`config.mk`:
```
export PLATFORM = sky130hd
export DESIGN_NAME = hkt_cell
export DESIGN_NICKNAME = d
export VERILOG_FILES = /design/src/rtl/core/hkt_pkg.sv /design/src/rtl/core/hkt_cell.sv
export SDC_FILE = /design/constraint.sdc
export NUM_CORES = 1
export LEC_CHECK = 0
export BUFFER_PORTS_ARGS = -buffer_cell sky130_fd_sc_hd__buf_2
export CAP_MARGIN = 20
export CORE_AREA = 2 2 98 100
export DETAILED_ROUTE_END_ITERATION = 10
export DIE_AREA = 0 0 100 102
export PLACE_DENSITY = 0.77
export SLEW_MARGIN = 20
export SYNTH_ARGS = -nofsm -noshare
export SYNTH_HDL_FRONTEND = slang
export SYNTH_SLANG_ARGS = --single-unit
```
`constraint.sdc`:
```
create_clock -name clk -period 4.5 [get_ports clk]
set_clock_uncertainty 0.1 [all_clocks]
set_input_delay 0.9 -clock clk [delete_from_list [all_inputs] [get_ports clk]]
set_output_delay 0.9 -clock clk [all_outputs]
set_load 0.05 [all_outputs]
```
`src/rtl/core/hkt_pkg.sv`:
```
// shared types and constants for the hash key table insert/lookup unit
// no dependencies; used by hkt_cell and hash_key_table_insert_lookup_unit
package hkt_pkg;

  localparam int DEFAULT_TABLE_DEPTH = 64;
  localparam int DEFAULT_KEY_BITS    = 64;

  localparam int KEY_FIELD_BITS  = 64;
  localparam int SLOT_FIELD_BITS = 6;
  localparam int STATUS_BITS     = 2;
  localparam int IN_DATA_BITS    = 72;
  localparam int OUT_DATA_BITS   = 8;

  localparam logic REQ_INSERT = 1'b0;
  localparam logic REQ_LOOKUP = 1'b1;

  typedef enum logic [STATUS_BITS-1:0] {
    ST_OK        = 2'd0,
    ST_NOT_FOUND = 2'd1,
    ST_COLLISION = 2'd2,
    ST_FULL      = 2'd3
  } status_t;

  // control part of the request token that walks the cell row
  typedef struct packed {
    logic valid;
    logic lookup;
    logic hit;
    logic stored;
  } hkt_ctl_t;

endpackage

```
`src/rtl/core/hkt_cell.sv`:
```
// one table slot: holds a stored key, compares the passing request against it
// and writes the request key when it is the next free slot; uses hkt_pkg
module hkt_cell #(
  parameter int INDEX    = 0,
  parameter int KEY_BITS = 64,
  parameter int SLOT_W   = 6,
  parameter int COUNT_W  = 7
) (
  input  logic                 clk,
  input  logic                 rst,
  input  logic [COUNT_W-1:0]   count,
  input  hkt_pkg::hkt_ctl_t    ctl_in,
  input  logic [KEY_BITS-1:0]  key_in,
  input  logic [SLOT_W-1:0]    slot_in,
  output hkt_pkg::hkt_ctl_t    ctl_out,
  output logic [KEY_BITS-1:0]  key_out,
  output logic [SLOT_W-1:0]    slot_out
);
  import hkt_pkg::*;

  logic [KEY_BITS-1:0] stored_key;
  logic                occupied;
  logic                match;
  logic                write_en;
  hkt_ctl_t            ctl_next;
  logic [SLOT_W-1:0]   slot_next;

  assign occupied = count > COUNT_W'(INDEX);
  assign match    = ctl_in.valid && !ctl_in.hit && occupied && (stored_key == key_in);
  // all occupied slots lie before this one, so no hit can come later
  assign write_en = ctl_in.valid && (ctl_in.lookup == REQ_INSERT) && !ctl_in.hit
                    && (count == COUNT_W'(INDEX));

  always_comb begin
    ctl_next  = ctl_in;
    slot_next = slot_in;
    if (match) begin
      ctl_next.hit = 1'b1;
      slot_next    = SLOT_W'(INDEX);
    end
    if (write_en) begin
      ctl_next.stored = 1'b1;
      slot_next       = SLOT_W'(INDEX);
    end
  end

  always_ff @(posedge clk) begin
    if (write_en) begin
      stored_key <= key_in;
    end
  end

  always_ff @(posedge clk) begin
    if (rst) begin
      ctl_out <= '0;
    end else begin
      ctl_out <= ctl_next;
    end
  end

  always_ff @(posedge clk) begin
    key_out  <= key_in;
    slot_out <= slot_next;
  end

endmodule

```
==> results of run 1 <==
final timing paths:
path | from | to | slack [ps]
max | count[2] | stored_key[36] | 1930
min | key_in[43] | key_out[43] | 420
max reg2reg | stored_key[35] | slot_out[2] | 2400
min reg2reg | stored_key[10] | slot_out[3] | 670
layer usage:
| layer | GRT usage | vias up | part of all wire |
|---|---|---|---|
| li1 | - | 1297 | - |
| met1 | 0.198 | 1220 | 0.43 |
| met2 | 0.268 | 104 | 0.50 |
| met3 | 0.0499 | 7 | 0.061 |
| met4 | 0.0643 | 0 | 0.0072 |
| met5 | 0 | - | 0 |
cell families (layout without fill, tap and decap cells):
group	count (synthesis)	count (layout)	synth area share
flops	138	138	0.792
compound gates	20	20	0.0332
buf+inv	17	205	0.0149
xor+xnor	50	50	0.102
simple gates	40	40	0.0580
synthesized netlist by cell type, drive strengths merged:
master,n
nor3,3
nor4,13
a222oi,1
nand2b,1
clkbuf,1
or3,1
o21a,1
nand2,7
o22ai,4
a21oi,6
or4,2
a2111oi,2
edfxtp,64
inv,16
o2bb2ai,4
nand4,4
nor2b,8
a31o,1
nand3,1
xnor2,2
dfxtp,74
a221oi,1
xor2,48
metrics by stage:
step                power (mW)  cells  utilization
floorplan                 1.54    265            -
global placement          1.63    532        0.573
detailed placement        1.63    532        0.573
CTS                       3.01    564        0.639
global route              3.08    564        0.639
finish                    2.98    564        0.639
report_power, final:
part           leakage [nW]  switching (mW)  internal (mW)
combinational          1.02           0.184         0.0667
sequential             1.20         0.00781           1.35
clock                 0.286           0.511          0.864
flip-flops by register name, summed over array words and instances, names as in the netlist:
register / cells
slot_out: 6
key_out: 64
stored_key: 64
ctl_out: 4
cell usage in the layout, fill, tap and decap left out, drive strengths merged, types with 3 or more instances in the layout:
cell / Yosys / final
clkbuf: 1 / 19
inv: 16 / 20
nand2: 7 / 7
buf: 0 / 157
dfxtp: 74 / 74
o22ai: 4 / 4
nor2b: 8 / 8
nand4: 4 / 4
a21oi: 6 / 6
o2bb2ai: 4 / 4
edfxtp: 64 / 64
clkinv: 0 / 3
xor2: 48 / 48
nor3: 3 / 3
nor4: 13 / 13
clkinvlp: 0 / 3
bufinv: 0 / 3
worst max-delay path: cells and delay by family:
family	cells	cell delay (ps)
buf+inv	3	800
simple gates	3	850
final cells by class:
cell class / count / area [µm²]
clock inverter: 13 / 166
timing repair buffer: 157 / 788
clock buffer: 19 / 432
multi-input combinational: 110 / 830
sequential: 138 / 3400
fill: 707 / 3290
tap: 111 / 139
inverter: 16 / 60.1
==> results by stage, run 1 <==
Run status:
- The flow ran to the end, and the final reports show no timing, DRC or antenna violations.

STA:
- The fmax is just under 400 MHz.
- After layout, the minimum clock period comes to between 2000 and 3000 ps.
- In the finished design, the share of the clock period the worst path needs comes to 0.570.
- The number of hold violations in the final report was 0.
- The number of pins with negative max-slew slack in the final report is 0.
- The transition time at the pin with the least slew margin is about 800 ps.
- Across all hold checks on the routed design, the worst slack comes to 423 ps.
- The worst slew margin relative to its limit is 0.466.
- The sum of negative setup slack is 0 ps.
- In the post-route analysis, the smallest setup slack over all paths is between 1500 and 2000 ps.
- Setup violations remaining at the end of the flow were counted as 0.
- Setup repair after global routing left no endpoint under its margin.

Floorplanning:
- The floorplan step defined a die boundary enclosing around 0.01 mm².
- The I/O pin total is between 150 and 200.
- The floorplan core area is between 0.009 and 0.01 mm².
- Measured along the x axis, the die boundary spans 100 µm.
- The site row count is 35.
- The initial utilization of the core area, before any placement, comes to 0.472.
- The vertical extent of the die is about 100 µm.

Detailed routing:
- In the routed design, unresolved DRC markers number 0.
- The routed layout has between 2000 and 3000 vias.
- The first-pass iteration count of the detailed router is 4.
- Wires add up to slightly above 8000 µm.
- In this run, the number of DRC markers left after iteration 0 of detailed routing was 54.
- The detail route stage leaves a number of antenna-violating nets equal to 0.
- In the final routed layout, each cell accounts on average for between 10 and 15 µm.
- Dividing the detail-routed via count by the number of cells gives approximately 4.7.

Setup path:
- The data arrival time at the worst-slack endpoint is ~2600 ps.
- The worst setup path is captured at a register.
- The cell depth of the worst flop-to-flop path is 5.
- The stage delay of the slowest cell on the critical path is just over 600 ps.
- The critical path required time is 4530 ps.
- Traced cell by cell, the critical path runs through buf_2, nor4_1, nand2_1, or3_1, inv_2, buf_4.
- In this run the worst path has a maximum fanout of 65.
- The worst setup path is launched from an input port.
- The critical path in this run is classified as in -> reg.
- On the critical path, the stage with the largest delay is an instance of sky130_fd_sc_hd__buf_4.

CTS:
- In this run the post-CTS setup repair buffer count came out at 0.
- The TritonCTS clock tree is done.
- After clock tree synthesis, the clock-pin slew on the worst setup and hold paths is 60 ps.
- After clock tree synthesis, the repair step resized 0 gates.
- The clock passes through at most 2 buffers.
- The clock reaches the later pin of the worst-skew pair after between 500 and 600 ps.
- Hold repair after CTS inserted 0 buffers.
- The number of clock sinks is ~140.
- The H-tree depth reported by CTS is 4.
- Buffers inserted during clock tree synthesis total 17.
- In this run the clock root is driven by a sky130_fd_sc_hd__clkbuf_8.

Global routing:
- Entering global routing, the biggest net connects 66 pins.
- The total congestion overflow after global routing is 0.
- The all-layer global routing usage is 0.161.
- The number of antenna violations at the first check in global routing was 0.
- The number of global-route vias before repair is 2531.
- The first-pass GRT wire length is roughly 12000 µm.

Job:
- The count of maximum capacitance violations is 0.

Power:
- The reported leakage power is roughly 2.5 nW.
- Power spread over the standard cell area amounts to a little over 500 mW/mm².
- VDD sags by at most roughly 0.25 mV.

Placement:
- The last weighted congestion value of the routability-driven placer is 0.826.
- Input and output buffers added on the ports amount to approximately 160.
- The post-detailed-placement cell area is 0.00522 mm².
- The pre-CTS setup slack is between 1000 and 1500 ps.
- The detailed placement HPWL is between 5000 and 6000 µm.

Synth:
- The synthesized instance count is 265.
- Yosys mapped the design onto 25 distinct sky130hd cell types.
- The post-synthesis instance area is approximately 0.0043 mm².
- In this run, synthesis produced a sequential element count of around 140.
- The top-area cell type share of the netlist area is 0.447.
- Of all cell types, the one taking the most synthesized area is sky130_fd_sc_hd__edfxtp_1.
- For this run, the register share of the synthesized area comes to 0.792.
- By area the synthesized netlist is led by sky130_fd_sc_hd__edfxtp_1 45%, sky130_fd_sc_hd__dfxtp_1 34%, sky130_fd_sc_hd__xor2_1 9.8%.
- The net count of the mapped netlist is 348.
- The total number of yosys warnings is 0.
- Each instance of the synthesized netlist takes up on average 16.2 µm².

Hold path:
- The worst min-delay path class is in -> reg.
- Counting instances, the worst hold path has a depth of 1.

Layout:
- The proportion of layout cells with a drive suffix above 1 is 0.422.
- The area growth from synthesis to layout is 35.4%.
- The number of antenna repair diodes is 0.
- The post-route cell area is about 0.0058 mm².
- The final layout contains ~520 nets.
(Power assumes the default switching activity.)
==> run 2: changes to the inputs <==
==> constraint.sdc (replaced) <==
create_clock -name clk -period 2.6 [get_ports clk]
set_clock_uncertainty 0.1 [all_clocks]
set_input_delay 0.52 -clock clk [delete_from_list [all_inputs] [get_ports clk]]
set_output_delay 0.52 -clock clk [all_outputs]
set_load 0.05 [all_outputs]
==> results by stage, run 2 (same netlist as run 1, synthesis figures left out) <==
Power:
- The portion of total power attributed to the clock network is 0.478 (+0.017).
- The combinational share of power is 0.082 (-0.002).
- The cell area power density is 902 mW/mm² (+76%).
- The net switching power is 1.22 mW (+74%).
- The largest vdd supply drop is 0.530 mV (+110%).
- The switching share of total power is 0.229 (-0.00640).
- The share of power burned in registers is 0.440 (-0.015).
- The internal power contribution is 4.11 mW (+80%).
- The reported leakage power was 2.54 nW (+1.3%).

Hold path:
- In this run the most critical hold path is launched from key_in[47].
- The hold-critical path endpoint is key_out[47].
- The worst hold path depth was 1 (unchanged).
- The worst min-delay path class is in -> reg.

Layout:
- The largest registers in the layout are key_out x64, stored_key x64, slot_out x6.
- The top cell types in the final layout, fill and taps aside, are 156 x sky130_fd_sc_hd__buf_2, 74 x sky130_fd_sc_hd__dfxtp_1, 64 x sky130_fd_sc_hd__edfxtp_1.
- The post-route non-filler standard cell count was 567 (+0.53%).
- The area growth from synthesis to layout is 37.5%.
- The final core utilization is 0.649 (+0.00989).
- The commonest non-fill, non-tap cell in the layout is sky130_fd_sc_hd__buf_2.
- The proportion of layout cells with a drive suffix above 1 is 0.425 (+0.00381).
- The number of nets in the layout is 526 (+0.57%).
- The number of antenna repair diodes came to 0 (unchanged).

Setup path:
- The cell depth of the worst flop-to-flop path is 5 (unchanged).
- The end of the worst register-to-register path is slot_out[5].
- The data arrival time at the worst-slack endpoint is 2270 ps (-320 ps).
- The critical path required time is 2860 ps (-1670 ps).
- The worst setup slack for register-to-register paths is 600 ps (-1800 ps).
- The worst setup path is launched from a register.
- The peak fanout along the critical path is 7 (-89%).
- The critical path in this run is classified as reg -> reg.
- In this run the critical register-to-register path is launched from stored_key[9].
- STA classifies the critical path endpoint as a register.

CTS:
- The insertion delay of the later-clocked pin in the worst-skew pair is 510 ps (about the same).
- The number of cells upsized or downsized after cts is 0 (unchanged).
- The H-tree depth reported by CTS is 4 (unchanged).
- The number of post-CTS setup repair buffers is 0 (unchanged).
- The maximum buffer depth of the clock tree came to 2 (unchanged).
- The total of hold buffers inserted after clock tree synthesis is 0 (unchanged).
- The clock root buffer master is sky130_fd_sc_hd__clkbuf_8.
- The number of clock sinks is 138 (unchanged).
- The clock buffer count from CTS is 17 (unchanged).
- The post-CTS clock slew at the launch and capture registers of the worst setup and hold paths is 60 ps (about the same).
- The TritonCTS clock tree is done.

STA:
- The final worst setup slack is 597 ps (-1340 ps).
- The number of hold violations in the final report came to 0 (unchanged).
- Static timing analysis puts the maximum clock frequency at about 500 MHz.
- The worst hold-check slack came to 37.4 ps (-386 ps).
- The worst slew margin relative to its limit came to 0.660 (+0.194).
- The number of failing setup endpoints in the final timing report is 0 (unchanged).
- The post-route minimum period is 2000 ps.
- The number of pins with negative max-slew slack in the final report is 0 (unchanged).
- Of the available clock period, the critical path in the final layout requires 0.771.
- The sum of negative setup slack is 0 ps (unchanged).
- The transition time at the pin with the least slew margin came to 497 ps (-304 ps).
- Setup repair after global routing left no endpoint under its margin.

Global routing:
- The number of antenna violations at the first check in global routing is 0 (unchanged).
- The maximum number of pins on one net before global-route repair is 33 (-50%).
- The total congestion overflow after global routing was 0 (unchanged).
- The all-layer global routing usage was 0.173 (+0.0115).
- The first-pass GRT wire length came to 13100 µm (+6.5%).
- The number of global-route vias before repair is 2640 (+4.3%).

Placement:
- The pre-CTS setup slack was 271 ps (-1140 ps).
- The count of input and output buffers is 156 (unchanged).
- The last weighted congestion value of the routability-driven placer was 0.813 (-1.6%).
- The cell total after placement is 535 (+0.56%).
- The detailed placement HPWL is 6070 µm (+4.4%).

Detailed routing:
- The number of remaining DRC errors is 0 (unchanged).
- The total number of vias is 2639 (+0.42%).
- The post-detailed-route count of antenna-violating nets is 0 (unchanged).
- The count of routing violations after the opening detailed-route iteration is 95 (+76%).
- The average routed wire per standard cell is 15.1 µm (+3.9%).
- The per-cell via count in the routed design was 4.65 (-0.11%).
- The first-pass iteration count of the detailed router was 4 (unchanged).
- The detailed-route wire length came to 8590 µm (+4.4%).

Job:
- The count of maximum capacitance violations came to 0 (unchanged).

Floorplanning:
- The floorplan core area was 0.00911 mm² (unchanged).
- The vertical extent of the die is 102 µm (unchanged).
- The site row count is 35 (unchanged).
- The overall die width came to 100 µm (unchanged).
- The I/O pin total is 157 (unchanged).
- The initial core utilization came to 0.472 (unchanged).
- The die area is 0.0102 mm² (unchanged).

Run status:
- The flow ran to the end, and the final reports show no timing, DRC or antenna violations.
run 2: cell types whose count changed in the layout (fill, tap and decap cells not counted), sizes merged:
cell,previous run,this run
buf,157,160
inv,20,17
bufinv,3,5
clkinv,3,5
clkbuf,19,18
run 2: area by class of cell:
cell class / count / area, µm²
Multi-Input combinational cell: 110 / 830
Tap cell: 111 / 139
Inverter: 16 / 63.8
Fill cell: 678 / 3200
Clock buffer: 18 / 418
Sequential cell: 138 / 3400
Timing Repair Buffer: 160 / 836
Clock inverter: 14 / 219
run 2: stage by stage:
stage	area (µm²)	power, mW
floorplan	4300	2.66
global placement	5270	2.82
detailed placement	5270	2.83
CTS	5910	5.39
global route	5910	5.50
finish	5910	5.33
run 2: how the worst max path moves through the flow:
stage,slack (ps),from,endpoint,cells after the start
detailed placement,270,count[2],stored_key[56],6
finish,600,stored_key[9],slot_out[5],5
floorplan,60,count[2],stored_key[0],5
global route,370,stored_key[9],slot_out[5],5
global placement,320,count[2],stored_key[12],6
CTS,630,stored_key[42],slot_out[5],5
run 2: metal layers:
layer,global-route usage,wire [µm]
met1,0.200,3580
met2,0.294,4390
met3,0.0540,511
met4,0.0854,110
met5,0,0
run 2: critical path: stages (launching register included):
cell                        delay [ps]
sky130_fd_sc_hd__edfxtp_1          390
sky130_fd_sc_hd__nor2b_1           150
sky130_fd_sc_hd__a2111oi_0         490
sky130_fd_sc_hd__nand4_1           230
sky130_fd_sc_hd__nor4_4            370
sky130_fd_sc_hd__a21oi_1           140
run 2: power by group through the flow:
| stage | clock (mW) | combinational [mW] | sequential, mW |
|---|---|---|---|
| after detailed placement | 0 | 0.438 | 2.39 |
| after global placement | 0 | 0.431 | 2.39 |
| after floorplan | 0 | 0.0489 | 2.61 |
| final | 2.55 | 0.437 | 2.34 |
| after global routing | 2.69 | 0.460 | 2.35 |
| after CTS | 2.60 | 0.441 | 2.34 |
==> run 3: changes to the inputs <==
--- a/config.mk
+++ b/config.mk
@@ -7,10 +7,10 @@
 export LEC_CHECK = 0
 export BUFFER_PORTS_ARGS = -buffer_cell sky130_fd_sc_hd__buf_2
 export CAP_MARGIN = 20
-export CORE_AREA = 2 2 98 100
+export CORE_AREA = 2 2 102 104
 export DETAILED_ROUTE_END_ITERATION = 10
-export DIE_AREA = 0 0 100 102
-export PLACE_DENSITY = 0.77
+export DIE_AREA = 0 0 104 106
+export PLACE_DENSITY = 0.74
 export SLEW_MARGIN = 20
 export SYNTH_ARGS = -nofsm -noshare
 export SYNTH_HDL_FRONTEND = slang
==> constraint.sdc (replaced) <==
create_clock -name clk -period 1.7 [get_ports clk]
set_clock_uncertainty 0.1 [all_clocks]
set_input_delay 0.34 -clock clk [delete_from_list [all_inputs] [get_ports clk]]
set_output_delay 0.34 -clock clk [all_outputs]
set_load 0.05 [all_outputs]
==> results by stage, run 3 (same netlist as run 1, synthesis figures left out) <==
Global routing:
- The total congestion overflow after global routing came to 0 (unchanged).
- The number of antenna violations at the first check in global routing is 0 (unchanged).
- The number of global-route vias before repair came to 3263 (+24%).
- The all-layer global routing usage is 0.189 (+0.0166).
- The maximum number of pins on one net before global-route repair is 31 (-6.1%).
- The first-pass GRT wire length is 15800 µm (+21%).

STA:
- The sum of negative setup slack is -771 ps (-771 ps).
- The post-route minimum period is 1830 ps (-176 ps).
- The number of hold violations in the final report was 0 (unchanged).
- The final critical-path share of the clock period is 1.07 (+0.304).
- The number of pins with negative max-slew slack in the final report was 0 (unchanged).
- Setup repair after global routing could not meet its margin everywhere.
- The final worst setup slack came to -127 ps (-724 ps).
- The number of failing setup endpoints in the final timing report is 7 (+7).
- The fmax is 547 MHz (+9.7%).
- The transition time at the pin with the least slew margin was 402 ps (-94.7 ps).
- The worst slew margin relative to its limit was 0.731 (+0.0710).

CTS:
- The number of post-CTS setup repair buffers is 0 (unchanged).
- The clock buffer count from CTS is 17 (unchanged).
- The maximum buffer depth of the clock tree is 2 (unchanged).
- The number of clock sinks was 138 (unchanged).
- TritonCTS built the clock tree.
- The insertion delay of the later-clocked pin in the worst-skew pair was 510 ps (about the same).
- The cell sitting at the root of the clock tree is a sky130_fd_sc_hd__clkbuf_8.
- The post-CTS clock slew at the launch and capture registers of the worst setup and hold paths came to 60 ps (about the same).
- The H-tree depth reported by CTS was 4 (unchanged).

Detailed routing:
- The first-pass iteration count of the detailed router came to 4 (unchanged).
- The per-cell via count in the routed design is 4.55 (-2.3%).
- The total number of vias is 3123 (+18%).
- The average routed wire per standard cell is 15.2 µm (+0.46%).
- The detailed-route wire length was 10500 µm (+22%).
- The post-detailed-route count of antenna-violating nets is 0 (unchanged).
- The number of remaining DRC errors is 0 (unchanged).
- The count of routing violations after the opening detailed-route iteration was 119 (+25%).

Run status:
- The flow ran to the end, but the final reports show violations.
- The final reports fail on negative setup slack.

Layout:
- The commonest non-fill, non-tap cell in the layout is sky130_fd_sc_hd__buf_2.
- The post-route cell area is 0.00687 mm² (+16%).
- The number of nets in the layout is 622 (+18%).
- In the layout the commonest cells are 156 x sky130_fd_sc_hd__buf_2, 74 x sky130_fd_sc_hd__dfxtp_1, 73 x sky130_fd_sc_hd__dlygate4sd3_1.
- From synthesis to final layout, the design area changed by 59.8%.
- The count of fill cells added during filler insertion is 746 (+10%).
- The proportion of layout cells with a drive suffix above 1 is 0.399 (-0.0262).
- The number of antenna repair diodes came to 0 (unchanged).
- In the final layout, the registers with the most flip-flops are key_out x64, stored_key x64, slot_out x6.

Setup path:
- Among all stages on the critical path, the largest delay is contributed by sky130_fd_sc_hd__a2111oi_1.
- The stage delay of the slowest cell on the critical path came to 390 ps (-100 ps).
- The element type at the critical path start is a register.
- The worst setup slack for register-to-register paths is -130 ps (-720 ps).
- Walking the worst path, the cells encountered are nor2b_1, a2111oi_1, nand4_1, nor4_4, buf_4, a31o_1.
- The worst setup path is of the reg -> reg kind.
- STA classifies the critical path endpoint as a register.
- The peak fanout along the critical path came to 7 (unchanged).
- The critical path required time is 2050 ps (-810 ps).
- The data arrival time at the worst-slack endpoint came to 2180 ps (-90 ps).

Power:
- The cell area power density was 1170 mW/mm² (+30%).
- The largest vdd supply drop is 0.625 mV (+18%).
- The reported leakage power is 2.96 nW (+16%).

Placement:
- The post-detailed-placement cell area came to 0.00547 mm² (+3.7%).
- The count of input and output buffers is 156 (unchanged).
- The last weighted congestion value of the routability-driven placer came to 0.801 (-1.5%).
- The detailed placement HPWL was 6170 µm (+1.6%).

Floorplanning:
- The die area was 0.0110 mm² (+8.1%).
- The vertical extent of the die was 106 µm (+3.9%).
- The floorplan core area is 0.0100 mm² (+9.8%).
- The I/O pin total is 157 (unchanged).
- The overall die width came to 104 µm (+4.0%).
- The initial core utilization is 0.430 (-0.0420).
- The site row count is 37 (+5.7%).

Hold path:
- The worst min-delay path class is in -> reg.

Job:
- The count of maximum capacitance violations is 0 (unchanged).
run 3: report_power, final:
group | total, mW | switching [mW] | internal, mW
clock | 3.61 | 1.30 | 2.31
combinational | 0.848 | 0.532 | 0.316
sequential | 3.59 | 0.0249 | 3.57
run 3: final timing paths:
path	depth (start not counted)	to	startpoint
setup / recovery	6	ctl_out[1]	stored_key[51]
hold / removal	2	stored_key[19]	key_in[19]
setup reg to reg	6	ctl_out[1]	stored_key[51]
hold reg to reg	5	slot_out[4]	stored_key[33]
run 3: critical path: cells and delay by family (launching register included):
kind,cells,cell delay (ps)
buf+inv,1,190
flops,1,380
simple gates,3,580
compound gates,2,530
run 3: timing repair:
item,4_1_cts,5_1_grt
cloned,0,2
hold endpoints to repair,121,0
endpoints found under the setup margin,7,31
hold buffers,74,0
pin swaps,1,3
resized for setup,4,4
run 3: layout make-up:
class / instances / area, µm² / share of cell area
timing repair buffer: 256 / 1770 / 0.257
sequential: 138 / 3400 / 0.496
clock inverter: 11 / 145 / 0.0211
tap: 136 / 170 / 0.0248
clock buffer: 20 / 447 / 0.0650
multi-input combinational: 110 / 873 / 0.127
inverter: 16 / 63.8 / 0.00929
run 3: per-layer routing:
metal / global-route usage / wire length, µm / share of wire
met5: 0 / 0 / 0
met4: 0.0878 / 188 / 0.018
met3: 0.0515 / 509 / 0.049
met2: 0.337 / 5470 / 0.52
met1: 0.212 / 4290 / 0.41
run 3: per-stage QoR:
stage / utilization / power, mW / instances / hold WS, ps / setup slack (ps)
6_report: 0.687 / 8.05 / 687 / 31.0 / -127
2_1_floorplan: - / 4.07 / 265 / 268 / -617
4_1_cts: 0.682 / 8.11 / 685 / 7.51 / -124
3_5_place_dp: 0.547 / 4.36 / 580 / 377 / -293
3_3_place_gp: 0.547 / 4.34 / 580 / 376 / -269
5_1_grt: 0.687 / 8.31 / 687 / 6.68 / -263
